==> src/rtl/mrr_pkg.sv <==
`timescale 1ns / 1ps

package mrr_pkg;

    localparam int QUEUE_DEPTH_DEF = 4;

    // input selector codes
    localparam logic [1:0] MODE_REQUEST = 2'd0;
    localparam logic [1:0] MODE_RX_BYTE = 2'd1;
    localparam logic [1:0] MODE_TIMEOUT = 2'd2;

    // result kind and status codes
    localparam logic       KIND_TX        = 1'b0;
    localparam logic       KIND_REPORT    = 1'b1;
    localparam logic [1:0] STATUS_OK      = 2'd0;
    localparam logic [1:0] STATUS_CRC_ERR = 2'd1;
    localparam logic [1:0] STATUS_TIMEOUT = 2'd2;

    // configuration register indexes
    localparam logic CFG_SCALE = 1'b0;
    localparam logic CFG_RETRY = 1'b1;

    localparam logic signed [31:0] SCALE_RESET = 32'sd65536;
    localparam logic [1:0]         RETRY_RESET = 2'd2;

    localparam logic [7:0]  FUNC_READ_HOLDING = 8'h03;
    localparam logic [15:0] REG_COUNT         = 16'h0001;
    localparam logic [15:0] CRC_INIT          = 16'hFFFF;
    localparam logic [15:0] CRC_POLY          = 16'hA001;
    localparam logic [2:0]  RX_FRAME_LEN      = 3'd7;
    localparam logic [2:0]  RX_CRC_BYTES      = 3'd5;

    typedef enum logic [1:0] {
        CMD_REQUEST,
        CMD_REPORT_OK,
        CMD_REPORT_CRC,
        CMD_REPORT_TIMEOUT
    } cmd_kind_t;

    typedef struct packed {
        cmd_kind_t   kind;
        logic [7:0]  slave;
        logic [15:0] reg_addr;
        logic [15:0] raw;
    } cmd_t;

    typedef struct packed {
        logic full;
        logic empty;
    } queue_status_t;

    // CRC-16/MODBUS, one byte, reflected
    function automatic logic [15:0] crc_byte(input logic [15:0] crc_in, input logic [7:0] b);
        logic [15:0] c;
        c = crc_in ^ {8'h00, b};
        for (int i = 0; i < 8; i++)
        begin
            c = c[0] ? ((c >> 1) ^ CRC_POLY) : (c >> 1);
        end
        return c;
    endfunction

endpackage

==> src/rtl/modbus_rtu_read_register_master.sv <==
`timescale 1ns / 1ps
// Channel   Dir  Handshake                Payload
// s_axis    in   s_tvalid / s_tready      tuser mode, tdata slave/register/rx byte
// m_axis    out  m_tvalid / m_tready      tuser kind, tlast, tdata byte/status/values
// cfg       in   cfg_we (no wait)         cfg_index, cfg_data
//
// One input item is accepted per cycle while the command queue has room.
// A read request yields 8 byte transfers, counted by the back end's byte
// counter; a report passes through the multiplier into the output register.
// Reset clears the receive state, the queue and the output valid flag.
// An output stall fills the queue; s_tready drops only when it is full.

module modbus_rtu_read_register_master
    import mrr_pkg::*;
#(
    parameter int QUEUE_DEPTH = QUEUE_DEPTH_DEF
)
(
    input  logic        clk,
    input  logic        rst_n,
    input  logic        s_tvalid,
    output logic        s_tready,
    input  logic [31:0] s_tdata,   // slave_address[7:0], register_address[23:8], rx_byte[31:24]
    input  logic [1:0]  s_tuser,   // mode[1:0]
    output logic        m_tvalid,
    input  logic        m_tready,
    output logic [79:0] m_tdata,   // tx_byte[7:0], status[9:8], raw_value[25:10],
                                   // scaled_value[73:26], zero[79:74]
    output logic        m_tuser,   // kind
    output logic        m_tlast,
    input  logic        cfg_we,
    input  logic        cfg_index,
    input  logic [31:0] cfg_data
);

    logic signed [31:0] scale_reg;
    logic [1:0]         retry_reg;

    always_ff @(posedge clk or negedge rst_n)
    begin
        if (!rst_n)
        begin
            scale_reg <= SCALE_RESET;
            retry_reg <= RETRY_RESET;
        end
        else if (cfg_we)
        begin
            if (cfg_index == CFG_SCALE)
                scale_reg <= $signed(cfg_data);
            if (cfg_index == CFG_RETRY)
                retry_reg <= cfg_data[1:0];
        end
    end

    logic          s_accept;
    logic          q_push, q_pop;
    cmd_t          q_in, q_head;
    queue_status_t q_stat;

    logic               o_kind, o_last;
    logic [7:0]         o_tx;
    logic [1:0]         o_status;
    logic signed [15:0] o_raw;
    logic signed [47:0] o_scaled;

    assign s_tready = !q_stat.full;
    assign s_accept = s_tvalid && s_tready;

    mrr_front u_front (
        .clk              (clk),
        .rst_n            (rst_n),
        .accept           (s_accept),
        .mode             (s_tuser),
        .slave_address    (s_tdata[7:0]),
        .register_address (s_tdata[23:8]),
        .rx_byte          (s_tdata[31:24]),
        .retry_limit      (retry_reg),
        .push             (q_push),
        .cmd              (q_in)
    );

    mrr_queue #(
        .DEPTH (QUEUE_DEPTH)
    ) u_queue (
        .clk      (clk),
        .rst_n    (rst_n),
        .push     (q_push),
        .push_cmd (q_in),
        .pop      (q_pop),
        .head     (q_head),
        .status   (q_stat)
    );

    mrr_back u_back (
        .clk               (clk),
        .rst_n             (rst_n),
        .head              (q_head),
        .head_valid        (!q_stat.empty),
        .pop               (q_pop),
        .scale_coefficient (scale_reg),
        .out_valid         (m_tvalid),
        .out_ready         (m_tready),
        .kind              (o_kind),
        .tx_byte           (o_tx),
        .last              (o_last),
        .status            (o_status),
        .raw_value         (o_raw),
        .scaled_value      (o_scaled)
    );

    assign m_tdata = {6'b000000, o_scaled, o_raw, o_status, o_tx};
    assign m_tuser = o_kind;
    assign m_tlast = o_last;

    a_no_overflow: assert property (@(posedge clk) disable iff (!rst_n)
        q_push |-> !q_stat.full)
        else $error("command queue overflow");

    a_request_queued: assert property (@(posedge clk) disable iff (!rst_n)
        s_accept && s_tuser == MODE_REQUEST |=> !q_stat.empty)
        else $error("accepted request not queued");

    a_report_clean: assert property (@(posedge clk) disable iff (!rst_n)
        m_tvalid && m_tuser |-> !m_tlast && m_tdata[7:0] == 8'h00)
        else $error("report carries frame byte fields");

endmodule

==> src/rtl/mrr_front.sv <==
`timescale 1ns / 1ps

module mrr_front
    import mrr_pkg::*;
(
    input  logic          clk,
    input  logic          rst_n,
    input  logic          accept,
    input  logic [1:0]    mode,
    input  logic [7:0]    slave_address,
    input  logic [15:0]   register_address,
    input  logic [7:0]    rx_byte,
    input  logic [1:0]    retry_limit,
    output logic          push,
    output cmd_t          cmd
);

    logic [2:0]  rx_count_reg, rx_count_next;
    logic [15:0] crc_reg, crc_next;
    logic [1:0]  retries_reg, retries_next;
    logic        awaiting_reg, awaiting_next;
    logic [7:0]  rx3_reg, rx4_reg, rx5_reg;

    always_ff @(posedge clk or negedge rst_n)
    begin
        if (!rst_n)
        begin
            rx_count_reg <= '0;
            crc_reg      <= CRC_INIT;
            retries_reg  <= '0;
            awaiting_reg <= 1'b0;
        end
        else
        begin
            rx_count_reg <= rx_count_next;
            crc_reg      <= crc_next;
            retries_reg  <= retries_next;
            awaiting_reg <= awaiting_next;
        end
    end

    // reply payload bytes; only read after being written in the current reply
    always_ff @(posedge clk)
    begin
        if (accept && mode == MODE_RX_BYTE && awaiting_reg)
        begin
            if (rx_count_reg == 3'd3)
                rx3_reg <= rx_byte;
            if (rx_count_reg == 3'd4)
                rx4_reg <= rx_byte;
            if (rx_count_reg == 3'd5)
                rx5_reg <= rx_byte;
        end
    end

    always_comb
    begin
        rx_count_next = rx_count_reg;
        crc_next      = crc_reg;
        retries_next  = retries_reg;
        awaiting_next = awaiting_reg;
        push          = 1'b0;
        cmd.kind      = CMD_REQUEST;
        cmd.slave     = slave_address;
        cmd.reg_addr  = register_address;
        cmd.raw       = {rx3_reg, rx4_reg};
        if (accept)
        begin
            case (mode)
                MODE_REQUEST:
                begin
                    push          = 1'b1;
                    rx_count_next = '0;
                    crc_next      = CRC_INIT;
                    retries_next  = retry_limit;
                    awaiting_next = 1'b1;
                end
                MODE_RX_BYTE:
                begin
                    if (awaiting_reg && rx_count_reg < RX_FRAME_LEN)
                    begin
                        if (rx_count_reg < RX_CRC_BYTES)
                            crc_next = crc_byte(crc_reg, rx_byte);
                        rx_count_next = rx_count_reg + 3'd1;
                        if (rx_count_next == RX_FRAME_LEN)
                        begin
                            awaiting_next = 1'b0;
                            push          = 1'b1;
                            // crc is final after byte 4; this byte is the crc high byte
                            cmd.kind = (crc_reg == {rx_byte, rx5_reg}) ? CMD_REPORT_OK
                                                                       : CMD_REPORT_CRC;
                        end
                    end
                end
                MODE_TIMEOUT:
                begin
                    if (awaiting_reg)
                    begin
                        if (retries_reg != 2'd0)
                            retries_next = retries_reg - 2'd1;
                        else
                        begin
                            awaiting_next = 1'b0;
                            push          = 1'b1;
                            cmd.kind      = CMD_REPORT_TIMEOUT;
                        end
                    end
                end
                default:
                begin
                end
            endcase
        end
    end

endmodule

==> src/rtl/mrr_queue.sv <==
`timescale 1ns / 1ps

module mrr_queue
    import mrr_pkg::*;
#(
    parameter int DEPTH = QUEUE_DEPTH_DEF
)
(
    input  logic          clk,
    input  logic          rst_n,
    input  logic          push,
    input  cmd_t          push_cmd,
    input  logic          pop,
    output cmd_t          head,
    output queue_status_t status
);

    localparam int PTR_W = (DEPTH > 1) ? $clog2(DEPTH) : 1;
    localparam int CNT_W = $clog2(DEPTH + 1);

    cmd_t             mem_reg [DEPTH];
    logic [PTR_W-1:0] wr_ptr_reg, wr_ptr_next;
    logic [PTR_W-1:0] rd_ptr_reg, rd_ptr_next;
    logic [CNT_W-1:0] count_reg, count_next;

    always_ff @(posedge clk)
    begin
        if (push)
            mem_reg[wr_ptr_reg] <= push_cmd;
    end

    always_ff @(posedge clk or negedge rst_n)
    begin
        if (!rst_n)
        begin
            wr_ptr_reg <= '0;
            rd_ptr_reg <= '0;
            count_reg  <= '0;
        end
        else
        begin
            wr_ptr_reg <= wr_ptr_next;
            rd_ptr_reg <= rd_ptr_next;
            count_reg  <= count_next;
        end
    end

    always_comb
    begin
        wr_ptr_next = wr_ptr_reg;
        rd_ptr_next = rd_ptr_reg;
        count_next  = count_reg;
        if (push)
            wr_ptr_next = (wr_ptr_reg == PTR_W'(DEPTH - 1)) ? '0 : wr_ptr_reg + PTR_W'(1);
        if (pop)
            rd_ptr_next = (rd_ptr_reg == PTR_W'(DEPTH - 1)) ? '0 : rd_ptr_reg + PTR_W'(1);
        if (push && !pop)
            count_next = count_reg + CNT_W'(1);
        else if (pop && !push)
            count_next = count_reg - CNT_W'(1);
    end

    assign head         = mem_reg[rd_ptr_reg];
    assign status.full  = (count_reg == CNT_W'(DEPTH));
    assign status.empty = (count_reg == '0);

endmodule

==> src/rtl/mrr_back.sv <==
`timescale 1ns / 1ps

module mrr_back
    import mrr_pkg::*;
(
    input  logic                clk,
    input  logic                rst_n,
    input  cmd_t                head,
    input  logic                head_valid,
    output logic                pop,
    input  logic signed [31:0]  scale_coefficient,
    output logic                out_valid,
    input  logic                out_ready,
    output logic                kind,
    output logic [7:0]          tx_byte,
    output logic                last,
    output logic [1:0]          status,
    output logic signed [15:0]  raw_value,
    output logic signed [47:0]  scaled_value
);

    logic               valid_reg;
    logic [2:0]         idx_reg;
    logic [15:0]        crc_reg;
    logic               kind_reg, last_reg;
    logic [7:0]         tx_reg;
    logic [1:0]         status_reg;
    logic signed [15:0] raw_reg;
    logic signed [47:0] scaled_reg;

    logic               load, take;
    logic [7:0]         frame_byte;
    logic signed [47:0] product;

    assign load = !valid_reg || out_ready;
    assign take = load && head_valid;
    // a request stays at the head until its eighth byte is loaded
    assign pop  = take && (head.kind != CMD_REQUEST || idx_reg == 3'd7);

    always_comb
    begin
        case (idx_reg)
            3'd0:    frame_byte = head.slave;
            3'd1:    frame_byte = FUNC_READ_HOLDING;
            3'd2:    frame_byte = head.reg_addr[15:8];
            3'd3:    frame_byte = head.reg_addr[7:0];
            3'd4:    frame_byte = REG_COUNT[15:8];
            3'd5:    frame_byte = REG_COUNT[7:0];
            3'd6:    frame_byte = crc_reg[7:0];
            3'd7:    frame_byte = crc_reg[15:8];
            default: frame_byte = 8'h00;
        endcase
    end

    assign product = 48'($signed(head.raw)) * 48'(scale_coefficient);

    always_ff @(posedge clk or negedge rst_n)
    begin
        if (!rst_n)
        begin
            valid_reg <= 1'b0;
            idx_reg   <= '0;
        end
        else if (load)
        begin
            valid_reg <= head_valid;
            if (head_valid && head.kind == CMD_REQUEST)
                idx_reg <= idx_reg + 3'd1;
        end
    end

    always_ff @(posedge clk)
    begin
        if (take)
        begin
            case (head.kind)
                CMD_REQUEST:
                begin
                    kind_reg   <= KIND_TX;
                    tx_reg     <= frame_byte;
                    last_reg   <= (idx_reg == 3'd7);
                    status_reg <= STATUS_OK;
                    raw_reg    <= '0;
                    scaled_reg <= '0;
                    if (idx_reg < 3'd6)
                        crc_reg <= crc_byte((idx_reg == 3'd0) ? CRC_INIT : crc_reg, frame_byte);
                end
                CMD_REPORT_OK:
                begin
                    kind_reg   <= KIND_REPORT;
                    tx_reg     <= 8'h00;
                    last_reg   <= 1'b0;
                    status_reg <= STATUS_OK;
                    raw_reg    <= $signed(head.raw);
                    scaled_reg <= product;
                end
                CMD_REPORT_CRC:
                begin
                    kind_reg   <= KIND_REPORT;
                    tx_reg     <= 8'h00;
                    last_reg   <= 1'b0;
                    status_reg <= STATUS_CRC_ERR;
                    raw_reg    <= '0;
                    scaled_reg <= '0;
                end
                default:
                begin
                    kind_reg   <= KIND_REPORT;
                    tx_reg     <= 8'h00;
                    last_reg   <= 1'b0;
                    status_reg <= STATUS_TIMEOUT;
                    raw_reg    <= '0;
                    scaled_reg <= '0;
                end
            endcase
        end
    end

    assign out_valid    = valid_reg;
    assign kind         = kind_reg;
    assign tx_byte      = tx_reg;
    assign last         = last_reg;
    assign status       = status_reg;
    assign raw_value    = raw_reg;
    assign scaled_value = scaled_reg;

endmodule

==> config.mk <==
export PLATFORM = sky130hd
export DESIGN_NAME = modbus_rtu_read_register_master
export DESIGN_NICKNAME = d
export VERILOG_FILES = /design/src/rtl/mrr_pkg.sv /design/src/rtl/modbus_rtu_read_register_master.sv /design/src/rtl/mrr_front.sv /design/src/rtl/mrr_queue.sv /design/src/rtl/mrr_back.sv
export SDC_FILE = /design/constraint.sdc
export NUM_CORES = 2
export LEC_CHECK = 0
export ABC_AREA = 0
export BUFFER_PORTS_ARGS = -buffer_cell sky130_fd_sc_hd__buf_2
export CELL_PAD_IN_SITES_DETAIL_PLACEMENT = 2
export CELL_PAD_IN_SITES_GLOBAL_PLACEMENT = 2
export CORE_ASPECT_RATIO = 0.7
export CORE_MARGIN = 1.5
export CORE_UTILIZATION = 40
export CTS_BUF_LIST = sky130_fd_sc_hd__clkbuf_4 sky130_fd_sc_hd__clkbuf_8
export CTS_CLUSTER_DIAMETER = 200
export CTS_CLUSTER_SIZE = 40
export DETAILED_ROUTE_END_ITERATION = 8
export GPL_TIMING_DRIVEN = 0
export PLACE_DENSITY_LB_ADDON = 0.1
export SLEW_MARGIN = 20
export SYNTH_ARGS = -nofsm -noshare
export SYNTH_HDL_FRONTEND = slang
export SYNTH_SLANG_ARGS = --single-unit
export TNS_END_PERCENT = 100
==> constraint.sdc <==
create_clock -name clk -period 8.85 [get_ports clk]
set_input_delay 0.885 -clock clk [delete_from_list [all_inputs] [get_ports clk]]
set_output_delay 0.885 -clock clk [all_outputs]
set_load 0.02 [all_outputs]
==> results.md <==
- Final Wtd Congestion: about 0.90
- Die area: between 0.08 and 0.09 sq mm
- WP data arrival: about 9.0 ns
- Row cnt: 86
- Number of flip-flops under the largest register name: approximately 170
- Worst Hold Class: in -> async
- Max Cap Viol: 0
- Die Ht: 240 um
- PortBufs: roughly 150
- Max Clk Rate: between 100 and 150 MHz
- Sequential area share after synthesis: 31.9%
- Remaining routing DRC violations: 0
- Initial Util: between 40% and 50%
- Core outline area: 0.0790 sq mm
- Share of cells above drive strength 1: ~13%
- Clk Latency, worst-skew pair: 0.69 ns
- Width of the die: 341 um
- Synthesized cell area: about 0.032 sq mm
- Htree depth: 1
- Headroom to the max-slew limit: between 20 and 30%
- CP startpoint kind: flop
- CTS buffer count: 13
- DRT iter0 DRCs: between 1,500 and 2,000
- EDFF count, synth: approximately 280
- Yosys warnings: 0
- Final layout net count: about 3,800
- Design area: around 0.035 sq mm
- Syn Inst Count: 2,884
- Largest fanout on the critical path: 19
- #FFs+latches synth: approximately 350
- Ys flop type: edfxtp_1
- I/O pins: between 150 and 200
- Maximum buffer depth of the clock tree: 3
- GRT overflow: 0
- Average size of a mapped cell: ~11 sq um
- HPWL after DPL: roughly 90,000 um
- Filler Cell Count: between 8,000 and 9,000
- Yosys cell types: 75
- Area Overhead vs Synth: 9.06%
- Worst EP required: 9.28 ns
- CTS tree: built
- Top cell type's share of synthesized area: ~30%
- Via Count: between 20,000 and 25,000
- Status: complete, no violations
- Maximum number of pins on one net before global-route repair: 43
- Antenna-violating nets left: 0
- Vias in the first global route: ~25,000
- Drt total wl: ~110,000 um
- Yosys top cell by area: fa_1
- Ys async rst share: 19.1%
- Top post-synthesis cells by area: fa_1 (30%), edfxtp_1 (27%), inv_1 (6.6%)
- Wire length per cell: 26.9 um
- Reg clk slew, reported paths: about 0.24 ns
- Initial antenna violation count: 16
- DRT Pass-1 Iters: 5
- Via density: 5.34
- Num Clock Sinks: around 350
- Final Hold Viols: 0
- Finished Layout Cells: a little over 4,000
- Crit path kind: reg -> reg
- Setup crit end kind: flop
- Most frequent cells in the layout: inv_1 (567), fa_1 (487), nand2_1 (317), edfxtp_1 (284), and2_1 (229)
- Post-DP Area: around 0.034 sq mm
- Worst Skew: about 0.055 ns
- First-pass GRT wire length: between 150,000 and 200,000 um
- Hold buffer count at cts: 0
- Final Slew Violations: 0
- Final period util: a little over nine tenths
- Placed insts: 4,100
- CTS Root Cell: clkbuf_8
- Final setup vio count: 0
- Slew @ Worst Pin: around 1.1 ns
- Min cycle time layout: 8.54 ns
- GRT Util Overall: between 20 and 30%
- Most common cell after layout, fill and taps aside: inv_1
- RSZ-0062 raised after global routing: false
## logic make-up (layout without fill, tap and decap cells)
group                      Yosys count  count (layout)  share of synthesized area (%)
xor gates and xnor gates           115             115                           3.26
and+or+nand+nor                    779             779                           11.8
DFF                                351             351                           31.9
adders and majority gates          624             624                           35.8
other                                1              12                         0.0117
muxes                               95              95                           4.25
buffers and inverters              699             886                           8.49
AOI/OAI and AO/OA                  220             220                           4.47
## metrics by stage
stage                     worst slack, ns  TNS (ns)  hold slack [ns]  utilization (%)
final                               0.314         0            0.129             44.2
after global routing              0.00560         0            0.140             44.2
after CTS                          0.0295         0            0.137             44.1
after detailed placement            -1.76    -31.20            0.503             43.5
after global placement              -4.17    -83.20            0.465             43.2
after floorplan                      1.26         0            0.450                -
## critical path: stages (launching register included)
cell      delay, ns
dfrtp_2        0.51
buf_4          0.27
buf_8          0.27
buf_6          0.24
mux4_2         0.63
clkbuf_2       0.33
nand2_1        0.17
fa_1           0.44
fa_1           0.52
fa_1           0.52
inv_1          0.06
fa_1           0.51
fa_1           0.49
inv_1          0.05
fa_1           0.53
inv_1          0.06
ha_1           0.44
and3_1         0.25
and2_1         0.16
nand4_1        0.11
nor4bb_4       0.17
buf_4          0.17
o21ai_4        0.40
a31oi_4        0.27
o31ai_1        0.35
a21oi_1        0.14
mux2i_1        0.16
## per-layer routing
metal  vias up  global-route usage, %  share of wire (%)  routed length [um]
met3        96                   6.47                8.6                9580
met5         -                      0              0.032                  36
met4         6                   5.28                2.0                2260
li1       9346                      -                  -                   -
met2       704                   42.9                 44               49400
met1     11959                   40.4                 45               50200
## layout make-up
| cell class | count | area (sq um) | area share, % |
|---|---|---|---|
| multi-input combinational | 1839 | 19300 | 55.2 |
| sequential | 351 | 10200 | 29.3 |
| inverter | 567 | 2130 | 6.09 |
| tap | 1056 | 1320 | 3.78 |
| timing repair buffer | 169 | 1000 | 2.87 |
| buffer | 128 | 656 | 1.88 |
| clock buffer | 18 | 216 | 0.620 |
| clock inverter | 4 | 97.6 | 0.279 |
| antenna | 6 | 15.0 | 0.0430 |
## Yosys cell counts, drive strengths merged, types with 4 or more instances
library cell	instances
a21o	26
xor2	42
nor2b	8
and2	234
mux4	28
dfrtp	49
mux2	42
nand2	317
a211oi	8
fa	487
and3	11
a21boi	4
o22ai	5
a22oi	4
o21bai	12
a21oi	66
or2	14
o21a	4
nor2	124
nand4	13
a31oi	7
o21ai	48
xnor2	72
nor4	7
dfstp	18
buf	24
o22a	5
nand3	18
ha	137
mux2i	25
edfxtp	284
clkbuf	108
nor3	9
nand2b	9
inv	567
## path summary, 6_finish.rpt
path	start	end	slack, ns	depth (start not counted)
max	u_queue.rd_ptr_reg[0]$_DFFE_PN0P_	u_back.scaled_value[45]$_SDFFCE_PP0P_	0.31	26
min	rst_n	retry_reg[0]$_DFFE_PN0P_	0.13	1
max reg2reg	u_queue.rd_ptr_reg[0]$_DFFE_PN0P_	u_back.scaled_value[45]$_SDFFCE_PP0P_	0.31	26
min reg2reg	u_queue.count_reg[2]$_DFFE_PN0P_	u_queue.count_reg[2]$_DFFE_PN0P_	0.53	1
max in group asynchronous	rst_n	scale_reg[16]$_DFFE_PN1P_	8.06	2
min in group clk	s_tdata[3]	u_queue.mem_reg[0][35]$_DFFE_PP_	0.39	1
## repair_timing
item / 4_1_cts / 5_1_grt
pin swaps: 2 / 3
setup endpoints to repair: 31 / 16
resized for setup: 61 / 40
buffers inserted: 10 / 4
Power is not shown: default switching activity piles up to over one toggle a cycle in this logic, so the estimate is an artifact.
